<file path="config.mk">
export PLATFORM = sky130hd
export DESIGN_NAME = can_error_status_event_generator
export DESIGN_NICKNAME = d
export VERILOG_FILES = /design/src/rtl/cesg_pkg.sv /design/src/rtl/cesg_front.sv /design/src/rtl/cesg_queue.sv /design/src/rtl/cesg_back.sv /design/src/rtl/can_error_status_event_generator.sv
export VERILOG_INCLUDE_DIRS = /design/src /design/src/rtl
export SDC_FILE = /design/constraint.sdc
export NUM_CORES = 1
export LEC_CHECK = 0
export BUFFER_PORTS_ARGS = -buffer_cell sky130_fd_sc_hd__buf_2
export CAP_MARGIN = 10
export CORE_ASPECT_RATIO = 0.8
export CORE_MARGIN = 2
export CORE_UTILIZATION = 48
export DETAILED_ROUTE_END_ITERATION = 8
export GPL_TIMING_DRIVEN = 0
export PLACE_DENSITY = 0.67
export SETUP_SLACK_MARGIN = 0.3
export SLEW_MARGIN = 20
export SYNTH_ARGS = -nofsm -noshare
export SYNTH_HDL_FRONTEND = slang
export SYNTH_SLANG_ARGS = --single-unit
export TNS_END_PERCENT = 20
</file>
<file path="constraint.sdc">
create_clock -name clock -period 5.5 [get_ports clock]
set_clock_uncertainty 0.15 [all_clocks]
set_input_delay 0.55 -clock clock [delete_from_list [all_inputs] [get_ports clock]]
set_output_delay 0.55 -clock clock [all_outputs]
set_load 0.05 [all_outputs]
</file>
<file path="src/rtl/can_error_status_event_generator_defines.svh">
// ----------------------------------------------------------------------------
// CAN error status event generator - assertion macros
// Shared property shorthands for the block's RTL checks.
// ----------------------------------------------------------------------------
`ifndef CAN_ERROR_STATUS_EVENT_GENERATOR_DEFINES_SVH
`define CAN_ERROR_STATUS_EVENT_GENERATOR_DEFINES_SVH

// same-cycle implication
`define CESG_ASSERT_IMP(label, clk, rst, ante, cons, msg) \
   label: assert property (@(posedge clk) disable iff (rst) (ante) |-> (cons)) \
      else $error(msg);

// next-cycle implication
`define CESG_ASSERT_NXT(label, clk, rst, ante, cons, msg) \
   label: assert property (@(posedge clk) disable iff (rst) (ante) |=> (cons)) \
      else $error(msg);

`endif

</file>
<file path="src/rtl/cesg_pkg.sv">
// ----------------------------------------------------------------------------
// cesg_pkg
// Types, codes and helpers shared by the CAN error status event generator.
// ----------------------------------------------------------------------------
`default_nettype none

package cesg_pkg;

   localparam int CNT_W   = 8;
   localparam int LEC_W   = 3;
   localparam int STATE_W = 2;
   localparam int KIND_W  = 2;
   localparam int QUEUE_DEPTH_DEFAULT = 4;

   // bus states
   localparam logic [STATE_W-1:0] ST_ACTIVE  = 2'd0;
   localparam logic [STATE_W-1:0] ST_WARNING = 2'd1;
   localparam logic [STATE_W-1:0] ST_PASSIVE = 2'd2;
   localparam logic [STATE_W-1:0] ST_BUSOFF  = 2'd3;
   // stored state, one bit wider to hold "none recorded"
   localparam logic [STATE_W:0]   ST_NONE    = 3'd4;

   // event kinds
   localparam logic [KIND_W-1:0] KIND_STATE  = 2'd0;
   localparam logic [KIND_W-1:0] KIND_COUNTS = 2'd1;
   localparam logic [KIND_W-1:0] KIND_BUSERR = 2'd2;

   // last error codes / error kinds
   localparam logic [LEC_W-1:0] ERR_NONE    = 3'd0;
   localparam logic [LEC_W-1:0] ERR_STUFF   = 3'd1;
   localparam logic [LEC_W-1:0] ERR_FORM    = 3'd2;
   localparam logic [LEC_W-1:0] ERR_ACK     = 3'd3;
   localparam logic [LEC_W-1:0] ERR_BIT1    = 3'd4;
   localparam logic [LEC_W-1:0] ERR_BIT0    = 3'd5;
   localparam logic [LEC_W-1:0] ERR_CRC     = 3'd6;
   localparam logic [LEC_W-1:0] ERR_UNKNOWN = 3'd7;

   // one classified snapshot, as queued between front and back
   typedef struct packed {
      logic               state_evt;
      logic               cnt_evt;
      logic               err_evt;
      logic [STATE_W-1:0] link_state;
      logic [CNT_W-1:0]   rx;
      logic [CNT_W-1:0]   tx;
      logic               in_tx;
      logic [LEC_W-1:0]   err_kind;
   } cmd_type;

   function automatic logic [LEC_W-1:0] map_error_kind(input logic [LEC_W-1:0] code);
      logic [LEC_W-1:0] kind;
      unique case (code)
         ERR_NONE:  kind = ERR_NONE;
         ERR_STUFF: kind = ERR_STUFF;
         ERR_FORM:  kind = ERR_FORM;
         ERR_ACK:   kind = ERR_ACK;
         ERR_BIT1:  kind = ERR_BIT1;
         ERR_BIT0:  kind = ERR_BIT0;
         ERR_CRC:   kind = ERR_CRC;
         default:   kind = ERR_UNKNOWN;
      endcase
      return kind;
   endfunction

endpackage

`default_nettype wire

</file>
<file path="src/rtl/cesg_front.sv">
// ----------------------------------------------------------------------------
// cesg_front
// Takes status snapshots, derives the bus state, compares against the
// stored state and builds the event command for the back end.
// ----------------------------------------------------------------------------
`default_nettype none

module cesg_front
   import cesg_pkg::*;
(
   input  wire logic             clock,
   input  wire logic             reset,
   input  wire logic             accept,
   input  wire logic             action,
   input  wire logic             bus_off_flag,
   input  wire logic             passive_flag,
   input  wire logic             warning_flag,
   input  wire logic [CNT_W-1:0] rx_error_count,
   input  wire logic [CNT_W-1:0] tx_error_count,
   input  wire logic [LEC_W-1:0] last_error_code,
   input  wire logic             transmitting,
   output cmd_type               cmd,
   output logic                  cmd_push
);

   logic [STATE_W:0]   prev_state_ff, prev_state_in;
   logic [CNT_W-1:0]   prev_rx_ff, prev_rx_in;
   logic [CNT_W-1:0]   prev_tx_ff, prev_tx_in;
   logic [STATE_W-1:0] cur_state;

   always_comb begin
      priority if (bus_off_flag) begin
         cur_state = ST_BUSOFF;
      end else if (passive_flag) begin
         cur_state = ST_PASSIVE;
      end else if (warning_flag) begin
         cur_state = ST_WARNING;
      end else begin
         cur_state = ST_ACTIVE;
      end
   end

   always_comb begin
      cmd            = '0;
      cmd.state_evt  = {1'b0, cur_state} != prev_state_ff;
      cmd.cnt_evt    = (rx_error_count != prev_rx_ff) || (tx_error_count != prev_tx_ff);
      cmd.err_evt    = last_error_code != ERR_NONE;
      cmd.link_state = cur_state;
      cmd.rx         = rx_error_count;
      cmd.tx         = tx_error_count;
      cmd.in_tx      = transmitting;
      cmd.err_kind   = map_error_kind(last_error_code);
   end

   assign cmd_push = accept && !action && (cmd.state_evt || cmd.cnt_evt || cmd.err_evt);

   always_comb begin
      prev_state_in = prev_state_ff;
      prev_rx_in    = prev_rx_ff;
      prev_tx_in    = prev_tx_ff;
      if (accept) begin
         if (action) begin
            prev_state_in = ST_NONE;
            prev_rx_in    = '0;
            prev_tx_in    = '0;
         end else begin
            prev_state_in = {1'b0, cur_state};
            prev_rx_in    = rx_error_count;
            prev_tx_in    = tx_error_count;
         end
      end
   end

   always_ff @(posedge clock) begin
      if (reset) begin
         prev_state_ff <= ST_NONE;
         prev_rx_ff    <= '0;
         prev_tx_ff    <= '0;
      end else begin
         prev_state_ff <= prev_state_in;
         prev_rx_ff    <= prev_rx_in;
         prev_tx_ff    <= prev_tx_in;
      end
   end

endmodule

`default_nettype wire

</file>
<file path="src/rtl/cesg_queue.sv">
// ----------------------------------------------------------------------------
// cesg_queue
// Short command queue decoupling the front end from the event sequencer.
// ----------------------------------------------------------------------------
`default_nettype none

`include "can_error_status_event_generator_defines.svh"

module cesg_queue
   import cesg_pkg::*;
#(
   parameter int DEPTH = QUEUE_DEPTH_DEFAULT
) (
   input  wire logic     clock,
   input  wire logic     reset,
   input  wire logic     push,
   input  wire cmd_type  push_data,
   output logic          full,
   input  wire logic     pop,
   output cmd_type       head,
   output logic          head_valid
);

   localparam int PTR_W = (DEPTH > 1) ? $clog2(DEPTH) : 1;
   localparam int CNT_W_Q = $clog2(DEPTH + 1);

   cmd_type              mem_ff [DEPTH];
   logic [PTR_W-1:0]     wr_ptr_ff, wr_ptr_in;
   logic [PTR_W-1:0]     rd_ptr_ff, rd_ptr_in;
   logic [CNT_W_Q-1:0]   count_ff, count_in;

   assign full       = count_ff == CNT_W_Q'(DEPTH);
   assign head_valid = count_ff != '0;
   assign head       = mem_ff[rd_ptr_ff];

   always_comb begin
      wr_ptr_in = wr_ptr_ff;
      rd_ptr_in = rd_ptr_ff;
      count_in  = count_ff;
      if (push) begin
         wr_ptr_in = (wr_ptr_ff == PTR_W'(DEPTH - 1)) ? '0 : wr_ptr_ff + 1'b1;
      end
      if (pop) begin
         rd_ptr_in = (rd_ptr_ff == PTR_W'(DEPTH - 1)) ? '0 : rd_ptr_ff + 1'b1;
      end
      unique case ({push, pop})
         2'b10:   count_in = count_ff + 1'b1;
         2'b01:   count_in = count_ff - 1'b1;
         default: count_in = count_ff;
      endcase
   end

   always_ff @(posedge clock) begin
      if (reset) begin
         wr_ptr_ff <= '0;
         rd_ptr_ff <= '0;
         count_ff  <= '0;
      end else begin
         wr_ptr_ff <= wr_ptr_in;
         rd_ptr_ff <= rd_ptr_in;
         count_ff  <= count_in;
      end
   end

   always_ff @(posedge clock) begin
      if (push) begin
         mem_ff[wr_ptr_ff] <= push_data;
      end
   end

   `CESG_ASSERT_IMP(a_no_overflow, clock, reset, push, !full || pop, "queue overflow")
   `CESG_ASSERT_IMP(a_no_underflow, clock, reset, pop, head_valid, "queue underflow")
   `CESG_ASSERT_IMP(a_count_bound, clock, reset, 1'b1, count_ff <= CNT_W_Q'(DEPTH),
                    "count beyond depth")
   `CESG_ASSERT_IMP(a_entry_has_event, clock, reset, head_valid,
                    head.state_evt || head.cnt_evt || head.err_evt,
                    "queued entry without event")

endmodule

`default_nettype wire

</file>
<file path="src/rtl/cesg_back.sv">
// ----------------------------------------------------------------------------
// cesg_back
// Event sequencer: walks the queue head's pending events in order and emits
// one result per cycle while pop is high, via a registered output stage.
// ----------------------------------------------------------------------------
`default_nettype none

`include "can_error_status_event_generator_defines.svh"

module cesg_back
   import cesg_pkg::*;
(
   input  wire logic                clock,
   input  wire logic                reset,
   input  wire cmd_type             head,
   input  wire logic                head_valid,
   output logic                     head_pop,
   input  wire logic                pop,
   output logic                     empty,
   output logic [KIND_W-1:0]        rsp_event_kind,
   output logic [STATE_W-1:0]       rsp_bus_state,
   output logic [CNT_W-1:0]         rsp_rx_errors,
   output logic [CNT_W-1:0]         rsp_tx_errors,
   output logic                     rsp_error_in_tx,
   output logic [LEC_W-1:0]         rsp_error_kind,
   output logic                     rsp_last
);

   logic [2:0]          done_ff, done_in;
   logic                out_valid_ff, out_valid_in;
   logic [KIND_W-1:0]   kind_ff, kind_in;
   logic [STATE_W-1:0]  state_ff, state_in;
   logic [CNT_W-1:0]    rx_ff, rx_in;
   logic [CNT_W-1:0]    tx_ff, tx_in;
   logic                in_tx_ff, in_tx_in;
   logic [LEC_W-1:0]    ekind_ff, ekind_in;
   logic                last_ff, last_in;
   logic [2:0]          flags;
   logic [2:0]          pending;
   logic [2:0]          sel;
   logic                next_last;
   logic                load;

   // bit 0 state, bit 1 counters, bit 2 bus error
   assign flags     = {head.err_evt, head.cnt_evt, head.state_evt};
   assign pending   = flags & ~done_ff;
   assign sel[0]    = pending[0];
   assign sel[1]    = pending[1] && !pending[0];
   assign sel[2]    = pending[2] && (pending[1:0] == 2'b00);
   assign next_last = (pending & ~sel) == 3'b000;
   assign load      = head_valid && (!out_valid_ff || pop);
   assign head_pop  = load && next_last;

   always_comb begin
      done_in      = done_ff;
      out_valid_in = out_valid_ff && !pop;
      kind_in      = kind_ff;
      state_in     = state_ff;
      rx_in        = rx_ff;
      tx_in        = tx_ff;
      in_tx_in     = in_tx_ff;
      ekind_in     = ekind_ff;
      last_in      = last_ff;
      if (load) begin
         out_valid_in = 1'b1;
         done_in      = next_last ? 3'b000 : (done_ff | sel);
         last_in      = next_last;
         state_in     = '0;
         rx_in        = '0;
         tx_in        = '0;
         in_tx_in     = 1'b0;
         ekind_in     = ERR_NONE;
         priority if (sel[0]) begin
            kind_in  = KIND_STATE;
            state_in = head.link_state;
         end else if (sel[1]) begin
            kind_in = KIND_COUNTS;
            rx_in   = head.rx;
            tx_in   = head.tx;
         end else begin
            kind_in  = KIND_BUSERR;
            in_tx_in = head.in_tx;
            ekind_in = head.err_kind;
         end
      end
   end

   always_ff @(posedge clock) begin
      if (reset) begin
         done_ff      <= '0;
         out_valid_ff <= 1'b0;
      end else begin
         done_ff      <= done_in;
         out_valid_ff <= out_valid_in;
      end
   end

   always_ff @(posedge clock) begin
      kind_ff  <= kind_in;
      state_ff <= state_in;
      rx_ff    <= rx_in;
      tx_ff    <= tx_in;
      in_tx_ff <= in_tx_in;
      ekind_ff <= ekind_in;
      last_ff  <= last_in;
   end

   assign empty           = !out_valid_ff;
   assign rsp_event_kind  = kind_ff;
   assign rsp_bus_state   = state_ff;
   assign rsp_rx_errors   = rx_ff;
   assign rsp_tx_errors   = tx_ff;
   assign rsp_error_in_tx = in_tx_ff;
   assign rsp_error_kind  = ekind_ff;
   assign rsp_last        = last_ff;

   `CESG_ASSERT_IMP(a_done_needs_head, clock, reset, done_ff != 3'b000, head_valid,
                    "progress mask without head")
   `CESG_ASSERT_IMP(a_done_within_head, clock, reset, head_valid,
                    (done_ff & ~flags) == 3'b000, "progress mask outside head events")
   `CESG_ASSERT_IMP(a_buserr_is_last, clock, reset,
                    !empty && (rsp_event_kind == KIND_BUSERR), rsp_last,
                    "bus error event not last")
   `CESG_ASSERT_NXT(a_load_shows, clock, reset, load, !empty, "loaded event not shown")

endmodule

`default_nettype wire

</file>
<file path="src/rtl/can_error_status_event_generator.sv">
// ----------------------------------------------------------------------------
// can_error_status_event_generator
// CAN controller error state reporting: turns status snapshots into events.
// ----------------------------------------------------------------------------
// Usage:
//   Input side is a queue write port: drive req_* and push; a snapshot is
//   taken on a clock edge with push high and full low. req_action = 1 clears
//   the stored bus state and counters and gives no events.
//   Result side is a queue read port: while empty is low the oldest event is
//   on rsp_*; it is taken on an edge with pop high. Each snapshot gives 0 to
//   3 events (bus state, counters, bus error, in that order), rsp_last on
//   the final one.
//   A snapshot goes into the command queue (QUEUE_DEPTH entries); its events
//   leave via the registered output stage. Throughput: one event per cycle
//   at the output while pop is high; a snapshot of k events holds the queue
//   head until its last is loaded; the front takes one snapshot per cycle
//   while the queue has room. Reset clears the stored state to
//   "none recorded", empties the queue and the output stage. When the
//   receiver stalls, the output holds, the queue fills, and full rises.
// ----------------------------------------------------------------------------
`default_nettype none

module can_error_status_event_generator
   import cesg_pkg::*;
#(
   parameter int QUEUE_DEPTH = QUEUE_DEPTH_DEFAULT
) (
   input  wire logic               clock,
   input  wire logic               reset,
   input  wire logic               push,
   output logic                    full,
   input  wire logic               req_action,
   input  wire logic               req_bus_off_flag,
   input  wire logic               req_passive_flag,
   input  wire logic               req_warning_flag,
   input  wire logic [CNT_W-1:0]   req_rx_error_count,
   input  wire logic [CNT_W-1:0]   req_tx_error_count,
   input  wire logic [LEC_W-1:0]   req_last_error_code,
   input  wire logic               req_transmitting,
   output logic                    empty,
   input  wire logic               pop,
   output logic [KIND_W-1:0]       rsp_event_kind,
   output logic [STATE_W-1:0]      rsp_bus_state,
   output logic [CNT_W-1:0]        rsp_rx_errors,
   output logic [CNT_W-1:0]        rsp_tx_errors,
   output logic                    rsp_error_in_tx,
   output logic [LEC_W-1:0]        rsp_error_kind,
   output logic                    rsp_last
);

   logic    accept;
   cmd_type cmd;
   logic    cmd_push;
   logic    q_full;
   cmd_type head;
   logic    head_valid;
   logic    head_pop;

   assign full   = q_full;
   assign accept = push && !q_full;

   cesg_front u_front (
      .clock           (clock),
      .reset           (reset),
      .accept          (accept),
      .action          (req_action),
      .bus_off_flag    (req_bus_off_flag),
      .passive_flag    (req_passive_flag),
      .warning_flag    (req_warning_flag),
      .rx_error_count  (req_rx_error_count),
      .tx_error_count  (req_tx_error_count),
      .last_error_code (req_last_error_code),
      .transmitting    (req_transmitting),
      .cmd             (cmd),
      .cmd_push        (cmd_push)
   );

   cesg_queue #(
      .DEPTH (QUEUE_DEPTH)
   ) u_queue (
      .clock      (clock),
      .reset      (reset),
      .push       (cmd_push),
      .push_data  (cmd),
      .full       (q_full),
      .pop        (head_pop),
      .head       (head),
      .head_valid (head_valid)
   );

   cesg_back u_back (
      .clock           (clock),
      .reset           (reset),
      .head            (head),
      .head_valid      (head_valid),
      .head_pop        (head_pop),
      .pop             (pop),
      .empty           (empty),
      .rsp_event_kind  (rsp_event_kind),
      .rsp_bus_state   (rsp_bus_state),
      .rsp_rx_errors   (rsp_rx_errors),
      .rsp_tx_errors   (rsp_tx_errors),
      .rsp_error_in_tx (rsp_error_in_tx),
      .rsp_error_kind  (rsp_error_kind),
      .rsp_last        (rsp_last)
   );

endmodule

`default_nettype wire

</file>
==> reports/metrics.cfg, run 1 <==
[power]
ir_worst_vdd_mv=0.234
powerDensity_nw_per_um2=392
p_leak_nw=2.56

[clock_network]
post_cts_buffers=0
insertion_delay_ps=420
cts.sink_count=157
ctsRootBufferMaster=clkbuf_16
htree_levels=4
clkTransAtPathRegs_ps=60
hold_buffers=0
clk_path_buf_depth=2
cts_tree=yes
cts_buffers=17
ctsResizeCount=0

[global_routing]
grt_pass1_wl_um=18200
antenna_found_initial=0
grt_util_met3_pct=3.72
grt_pass1_vias=3363
use_met1_pct=24.7
busiest_layer=met2
grt_max_degree=32
grt_util_met2_pct=28.0
track_usage_pct=17.9
overflow=0

[placed_design]
dp_hpwl_um=7510
place_area_um2=6740
port_buffers=54
gp_congestion=0.809

[cells_and_area]
n_antenna_cell=0
final_common_cell=edfxtp_1
design_area_um2=7340
drive_gt1_share_pct=26.5
fill_cells=1012
fin_util_pct=57.5
layout_common_cells=edfxtp_1, buf_2, dfxtp_1, mux4_2, a21oi_1
area_growth_pct=17.6
nets=494

[route]
drc=0
ant_nets=0
vias=3402
firstDrtPassIters=4
drtIter0Drc=273
wl_per_cell_um=18.2
routed_via_density=5.26
wirelength_um=11800

[critical_path]
worstPathMaxFanout=7
cp_data_arrival_time_ps=3300
worstPathRequired_ps=5690
cp-end-kind=flop
worstSetupPathType=flop to flop
start_kind=flop

[timing]
fin_crit_sh_pct=56.5
fmax_ghz=0.322
rsz0062_at_grt=false
setup_tns_ps=0
finalSetupViolCount=0
tightestPinTransition_ps=1040
hold_viol_final=0
drv_slew=0
period_needed_ps=3110
slew_headroom_pct=30.7

[logic_synthesis]
syn_nets=421
synth_top_cell_area_share_pct=60.1
netlist_instances=386
syn-cell-area_um2=6240
synth.avg_cell_area_um2=16.2
yosysSeqAreaShare_pct=70.4
ys_seq_elements=157
ys_types=44
ys_warn_count=0
synth_top_area_cell=edfxtp_1
yosys-top-cells-area=edfxtp_1, dfxtp_1, mux4_2

[floorplanning]
die_h_um=106
start_util_pct=48.8
die_w_um=131
ios=55
core_area_um2=12800
num_rows=37
die-area_um2=13900

[outcome]
status=complete, no violations

[flow_run]
maxCapViolCount=0

[min_path]
hold_class=primary input to flop

==> synth_stat cells, drive strengths merged <==
| library cell | n |
|---|---|
| and3b | 1 |
| o21bai | 1 |
| maj3 | 1 |
| and3 | 21 |
| nor3 | 6 |
| or2 | 1 |
| nor2 | 6 |
| o32ai | 1 |
| nand3b | 18 |
| ha | 6 |
| dfxtp | 32 |
| nand4 | 4 |
| o21ai | 3 |
| clkbuf | 16 |
| mux2 | 2 |
| edfxtp | 125 |
| xnor2 | 16 |
| a31oi | 1 |
| xor2 | 2 |
| nor4b | 1 |
| or3 | 2 |
| nand2 | 23 |
| a21oi | 25 |
| fa | 1 |
| nor4 | 1 |
| a311oi | 1 |
| inv | 15 |
| mux4 | 25 |
| nand4b | 1 |
| mux2i | 2 |
| buf | 6 |
| a21o | 1 |
| o211a | 1 |
| nor2b | 5 |
| nand2b | 8 |
| and2 | 5 |
==> cells by family after synthesis <==
kind of cell | Yosys count | share of synthesized area (%)
buffers and inverters | 37 | 2.53
flip-flops | 157 | 70.4
AO/OA/AOI/OAI | 34 | 3.31
adder cells (fa/ha/maj) | 8 | 1.74
AND/OR/NAND/NOR | 103 | 9.72
multiplexers | 29 | 9.76
XOR/XNOR | 18 | 2.53
==> critical path, stage by stage, from the launching register on <==
cell and delay, ps:
dfxtp_1 330, xnor2_1 240, nand4_1 130, nor4_1 510, a311oi_2 290, inv_1 110, ha_1 190, inv_1 70
fa_1 430, xor2_1 160, or3_1 300, a21oi_1 130
==> stage by stage <==
step | hold slack, ps | setup WS, ps | instances | total power, W
floorplan | 290 | 2580 | 386 | 0.00160
global placement | 299 | 2070 | 615 | 0.00169
detailed placement | 310 | 1970 | 615 | 0.00169
CTS | 200 | 2370 | 647 | 0.00289
global route | 214 | 2160 | 647 | 0.00296
finish | 206 | 2390 | 647 | 0.00288
==> layer usage <==
layer	vias up	wire length (µm)
li1	1605	-
met4	0	112
met2	93	5560
met3	9	546
met1	1695	5570
met5	-	0
==> path summary, 6_finish.rpt <==
path                              start                    end  slack (ps)  cells past startpoint
setup reg to reg  u_front.prev_tx_ff[7]    u_queue.count_ff[2]        2390                     11
hold reg to reg   u_front.prev_tx_ff[0]  u_front.prev_tx_ff[0]         320                      2
setup / recovery  u_front.prev_tx_ff[7]    u_queue.count_ff[2]        2390                     11
hold / removal         req_transmitting   u_queue.mem_ff[1][3]         210                      1
==> power breakdown <==
group,switching [W],total (W),internal (W)
sequential,0.0000172,0.00137,0.00135
clock,0.000454,0.00121,0.000758
combinational,0.000215,0.000300,0.0000851
==> flip-flops by register name, indices dropped and copies added, names as in the netlist, 3 cells and up, named ones only <==
register and flops:
u_front.prev_state_ff 3, u_back.rsp_tx_errors 8, u_front.prev_rx_ff 8, u_queue.count_ff 3, u_back.rsp_rx_errors 8, u_front.prev_tx_ff 8, u_back.done_ff 3, u_queue.mem_ff 100
u_back.rsp_error_kind 3
==> area by class of cell <==
class,count,area (µm²),area share (%)
Buffer,22,101,1.38
Inverter,15,56.3,0.767
Clock buffer,21,440,6.00
Timing Repair Buffer,54,270,3.68
Sequential cell,157,4390,59.8
Multi-Input combinational cell,192,1690,23.1
Clock inverter,11,166,2.27
Tap cell,175,219,2.98
Power figures use the tool's default switching activity.
==> inputs of run 2 (changes only) <==
- ABC_AREA: unset -> 1
- clock period: 5.5 -> 3.1 ns (I/O delays scaled with it)
==> reports/metrics.cfg, run 2 <==
[clock_network]
cts_buffers=17  ; unchanged
htree_levels=4  ; unchanged
cts_tree=yes
insertion_delay_ps=420  ; about the same
ctsRootBufferMaster=clkbuf_16
cts.sink_count=157  ; unchanged
clk_path_buf_depth=2  ; unchanged
clkTransAtPathRegs_ps=60  ; about the same

[logic_synthesis]
ys_types=27  ; -39%
syn_nets=639  ; +52%
async_flop_share_pct=0  ; unchanged
ys_warn_count=0  ; unchanged
ys.flop_type=edfxtp_1
synth_top_area_cell=edfxtp_1
netlist_instances=604  ; +56%
yosysSeqAreaShare_pct=68.4  ; -2.0 points
synth.most_common_cell=edfxtp_1
syn-cell-area_um2=6420  ; +2.9%
synth_top_cell_area_share_pct=58.5  ; -1.7 points
synth-edff-count=125  ; unchanged
yosys-top-cells-area=edfxtp_1, dfxtp_1, nor2_1
synth.avg_cell_area_um2=10.6  ; -34%
yosys-top-cells-count=edfxtp_1, nor2_1, nand2_1
ys_seq_elements=157  ; unchanged

[power]
comb_power_share_pct=35.3  ; +25 points
p_total_w=0.00747  ; +160%
ir_worst_vdd_mv=0.460  ; +96%
p_switching_w=0.00290  ; +320%
clock_power_share_pct=27.0  ; -15 points
p_leak_nw=3.02  ; +18%
p_seq_share_pct=37.6  ; -9.8 points
swShare_pct=38.8  ; +15 points
powerDensity_nw_per_um2=962  ; +150%
p_int_w=0.00457  ; +110%

[timing]
drv_slew=0  ; unchanged
period_needed_ps=2570  ; -539 ps
fin_hold_ws_ps=18.5  ; -188 ps
fmax_ghz=0.390  ; +21%
finalSetupViolCount=0  ; unchanged
fin_crit_sh_pct=82.8  ; +26 points
slew_headroom_pct=58.3  ; +28 points
hold_viol_final=0  ; unchanged
tightestPinTransition_ps=624  ; -412 ps
setup_tns_ps=0  ; unchanged
rsz0062_at_grt=false

[floorplanning]
start_util_pct=49.5  ; +0.69 points
num_rows=37  ; unchanged
die_h_um=107  ; +1.4%
die_w_um=133  ; +1.4%
core_area_um2=13000  ; +1.4%
die-area_um2=14300  ; +2.8%
ios=55  ; unchanged

[placed_design]
dp_hpwl_um=9020  ; +20%
placed_cells=837  ; +36%
port_buffers=54  ; unchanged
gp_congestion=0.770  ; -4.8%
place_area_um2=7050  ; +4.7%

[critical_path]
cp-end-kind=flop
worstPathRequired_ps=3250  ; -2440 ps
start_kind=flop
cp_data_arrival_time_ps=2720  ; -580 ps
worstPathMaxFanout=8  ; +1
worstSetupPathType=flop to flop

[route]
drc=0  ; unchanged
drtIter0Drc=445  ; +63%
routed_via_density=4.97  ; -5.4%
wl_per_cell_um=15.4  ; -15%
firstDrtPassIters=5  ; +1
ant_nets=0  ; unchanged
vias=4372  ; +29%
wirelength_um=13500  ; +15%

[cells_and_area]
final_common_cell=edfxtp_1
finalNonFillerCells=879  ; +36%
area_growth_pct=20.9
register_area_um2=4400  ; about the same
design_area_um2=7770  ; +5.8%
fill_cells=1049  ; +3.7%
layout_common_cells=edfxtp_1, nor2_1, nand2_1, buf_2, inv_1
drive_gt1_share_pct=20.9  ; -5.6 points
n_antenna_cell=0  ; unchanged
regMostFlops=u_queue.mem_ff
nets=726  ; +47%
largest_reg_flops=100  ; unchanged
multi_input_area_um2=1770  ; +4.2%

[global_routing]
grt_max_degree=28  ; -13%
grt_util_met2_pct=33.0  ; +5.0 points
track_usage_pct=20.0  ; +2.0 points
grt_pass1_wl_um=21400  ; +18%
grt_pass1_vias=4188  ; +25%
use_met1_pct=26.3  ; +1.6 points
antenna_found_initial=0  ; unchanged
busiest_layer=met2
overflow=0  ; unchanged
grt_util_met3_pct=4.52  ; +0.80 points

[flow_run]
maxCapViolCount=0  ; unchanged

[min_path]
hold_class=primary input to flop

[outcome]
status=complete, no violations

==> run 2: cell count changes after synthesis, sizes merged, moves of 7 or more <==
cell	previous run	this run
nor2	6	127
and3	21	0
inv	15	61
mux4	25	0
buf	6	13
o21ai	3	53
nand3b	18	1
nand2	23	107
a21oi	25	48
nand3	0	10
xnor2	16	0
nand2b	8	0
==> run 2: per-layer routing <==
metal  routed length (µm)  part of all wire, %
met5                    0                    0
met4                  201                  1.5
met3                  646                  4.8
met2                 6590                   49
met1                 6100                   45
==> run 2: cell type report <==
| type | count | area share, % |
|---|---|---|
| buffer | 24 | 1.53 |
| clock inverter | 15 | 1.90 |
| inverter | 61 | 3.04 |
| clock buffer | 17 | 5.48 |
| tap | 175 | 2.82 |
| sequential | 157 | 56.6 |
| multi-input combinational | 362 | 22.7 |
| timing repair buffer | 68 | 5.90 |
==> run 2: through the flow <==
stage / utilization (%) / setup slack [ps]
finish: 59.9 / 533
floorplan: - / 402
global placement: 53.4 / -588
CTS: 59.4 / 308
global route: 59.9 / 301
detailed placement: 54.4 / -84.7
==> run 2: cells by family after synthesis <==
logic type               share of synthesized area (%)
adder cells (fa/ha/maj)                           1.48
flip-flops                                        68.4
AND/OR/NAND/NOR                                   15.7
buffers and inverters                             5.38
XOR/XNOR                                         0.409
AO/OA/AOI/OAI                                     8.55
==> run 2: path summary, 6_finish.rpt <==
kind                    startpoint                    to  slack, ps  depth (start not counted)
max                           flop   u_queue.count_ff[2]        530                         16
min          req_tx_error_count[2]  u_queue.mem_ff[0][6]         20                          1
max reg2reg                   flop   u_queue.count_ff[2]        530                         16
min reg2reg      u_back.done_ff[2]     u_back.done_ff[2]        320                          2
==> run 2: power groups by stage <==
stage | sequential [W] | combinational (W) | clock, W
6_report | 0.00281 | 0.00264 | 0.00202
5_1_grt | 0.00284 | 0.00288 | 0.00212
4_1_cts | 0.00282 | 0.00259 | 0.00204
3_5_place_dp | 0.00286 | 0.00255 | 0
3_3_place_gp | 0.00285 | 0.00249 | 0
2_1_floorplan | 0.00346 | 0.00126 | 0
==> run 2: repair_timing <==
item,4_1_cts,5_1_grt
setup buffers,1,5
pin swaps,0,3
gates resized for setup,5,12
setup endpoints to repair,1,1
hold endpoints to repair,16,0
hold buffers,4,0
==> run 2: critical path, cell delays in order (launching register included) <==
cell	delay, ps
dfxtp_1	310
clkbuf_4	200
inv_4	80
nand3_1	100
nand2_2	80
nand2_4	90
nand2_4	100
nand2_2	110
nand2_2	100
inv_4	90
ha_1	140
inv_1	80
fa_2	400
a21oi_2	140
o21ai_1	90
o21ai_1	130
a21oi_1	50
==> inputs of run 3 (changes only) <==
- PLACE_DENSITY: 0.67 -> 0.7
- clock period: 3.1 -> 2.1 ns (I/O delays scaled with it)
==> reports/metrics.cfg, run 3 (synthesized netlist as in run 2, its figures left out) <==
[cells_and_area]
layout_common_cells=edfxtp_1, nor2_1, nand2_1, buf_2, inv_1
area_growth_pct=31.7
regMostFlops=u_queue.mem_ff
n_antenna_cell=0  ; unchanged
largest_reg_flops=100  ; unchanged
drive_gt1_share_pct=28.4  ; +7.5 points
final_common_cell=edfxtp_1
nets=766  ; +5.5%

[timing]
tightestPinTransition_ps=604  ; -19.9 ps
slew_headroom_pct=59.7  ; +1.4 points
drv_slew=0  ; unchanged
finalSetupViolCount=2  ; +2
hold_viol_final=0  ; unchanged
fin_crit_sh_pct=111  ; +29 points
finalWorstSetupSlack_ps=-240  ; -773 ps
fin_hold_ws_ps=18.3  ; -0.154 ps
setup_tns_ps=-327  ; -327 ps
rsz0062_at_grt=true
period_needed_ps=2340  ; -227 ps
fmax_ghz=0.427  ; +9.7%

[critical_path]
worstPathMaxFanout=7  ; -1
cp-end-kind=flop
worstSetupPathType=flop to flop
start_kind=flop
cp_data_arrival_time_ps=2490  ; -230 ps
worstPathRequired_ps=2250  ; -1000 ps

[global_routing]
track_usage_pct=21.8  ; +1.8 points
grt_pass1_wl_um=23000  ; +7.3%
grt_pass1_vias=4530  ; +8.2%
overflow=0  ; unchanged
antenna_found_initial=0  ; unchanged
grt_max_degree=19  ; -32%

[flow_run]
maxCapViolCount=0  ; unchanged

[clock_network]
cts.sink_count=157  ; unchanged
ctsRootBufferMaster=clkbuf_16
cts_buffers=17  ; unchanged
clkTransAtPathRegs_ps=60  ; about the same
clk_path_buf_depth=2  ; unchanged
insertion_delay_ps=420  ; about the same
cts_tree=yes
htree_levels=4  ; unchanged

[power]
ir_worst_vdd_mv=0.767  ; +67%
p_leak_nw=3.27  ; +8.4%
powerDensity_nw_per_um2=1460  ; +52%

[route]
ant_nets=0  ; unchanged
routed_via_density=5.10  ; +2.6%
drtIter0Drc=584  ; +31%
firstDrtPassIters=5  ; unchanged
vias=4688  ; +7.2%
wirelength_um=15100  ; +11%
drc=0  ; unchanged
wl_per_cell_um=16.4  ; +6.5%

[outcome]
violations=negative setup slack
status=finished, violations left

[floorplanning]
ios=55  ; unchanged
core_area_um2=13000  ; unchanged
die_w_um=133  ; unchanged
die-area_um2=14300  ; unchanged
die_h_um=107  ; unchanged
num_rows=37  ; unchanged
start_util_pct=49.5  ; unchanged

[placed_design]
gp_congestion=0.758  ; -1.6%
dp_hpwl_um=8880  ; -1.6%
port_buffers=54  ; unchanged

[min_path]
hold_path_startpoint=req_last_error_code[0]
hold_class=primary input to flop

## run 3: cell count changes in the layout (fill, tap and decap cells not counted), sizes merged
cell	before	now
nor2	127	129
dlygate4sd3	4	20
bufinv	2	5
clkinvlp	1	5
buf	76	97
clkbuf	29	31
clkinv	10	6
inv	63	59
## run 3: layout make-up
type | count | area (µm²)
Multi-Input combinational cell | 364 | 1980
Buffer | 24 | 140
Timing Repair inverter | 1 | 7.51
Clock buffer | 19 | 443
Timing Repair Buffer | 105 | 811
Inverter | 61 | 255
Tap cell | 175 | 219
Fill cell | 987 | 4510
Sequential cell | 157 | 4410
Clock inverter | 13 | 195
## run 3: path summary, 6_finish.rpt
kind | to | slack, ps | depth (start not counted)
setup / recovery | u_queue.count_ff[2] | -240 | 14
hold / removal | u_queue.mem_ff[2][0] | 20 | 2
setup reg to reg | u_queue.count_ff[2] | -240 | 14
hold reg to reg | u_front.prev_tx_ff[2] | 320 | 2
## run 3: critical path, cell delays in order (launching register included)
cell      delay, ps
dfxtp_1         310
buf_4           180
nand3_1         170
nand3b_4        180
nand2_8          90
nand2_4          90
nand2_4          60
inv_4            70
ha_4            140
inv_4            30
fa_2            350
a21oi_2         140
o21ai_2          70
o21ai_1         130
a21oi_1          50
## run 3: per-stage QoR
stage	total power (W)	utilization [%]	setup WS [ps]	instance area, µm²	std cells
finish	0.0124	65.2	-240	8460	919
global route	0.0129	65.2	-329	8460	919
CTS	0.0120	63.5	-222	8230	912
detailed placement	0.00802	54.3	-716	7040	835
global placement	0.00789	53.7	-813	6960	833
floorplan	0.00701	-	-298	6470	604
## run 3: timing repair
action | CTS | global route
endpoints found under the hold margin | 90 | 0
pin swaps | 21 | 32
setup buffers | 22 | 7
gates resized for setup | 46 | 49
setup endpoints to repair | 144 | 139
gates cloned | 3 | 0
hold buffers | 20 | 0
## run 3: routing by layer
metal	part of all wire, %	track usage, %	routed length (µm)	up-vias
met5	0	0	0	-
met4	1.1	10.0	163	0
met3	6.4	4.94	963	10
li1	-	-	-	2266
met2	50	36.5	7590	147
met1	42	27.2	6370	2265
## run 3: report_power, final
group	total, W	leakage [nW]	switching (W)	internal [W]
sequential	0.00418	1.41	0.000172	0.00401
combinational	0.00489	1.56	0.00335	0.00154
clock	0.00328	0.304	0.00116	0.00212
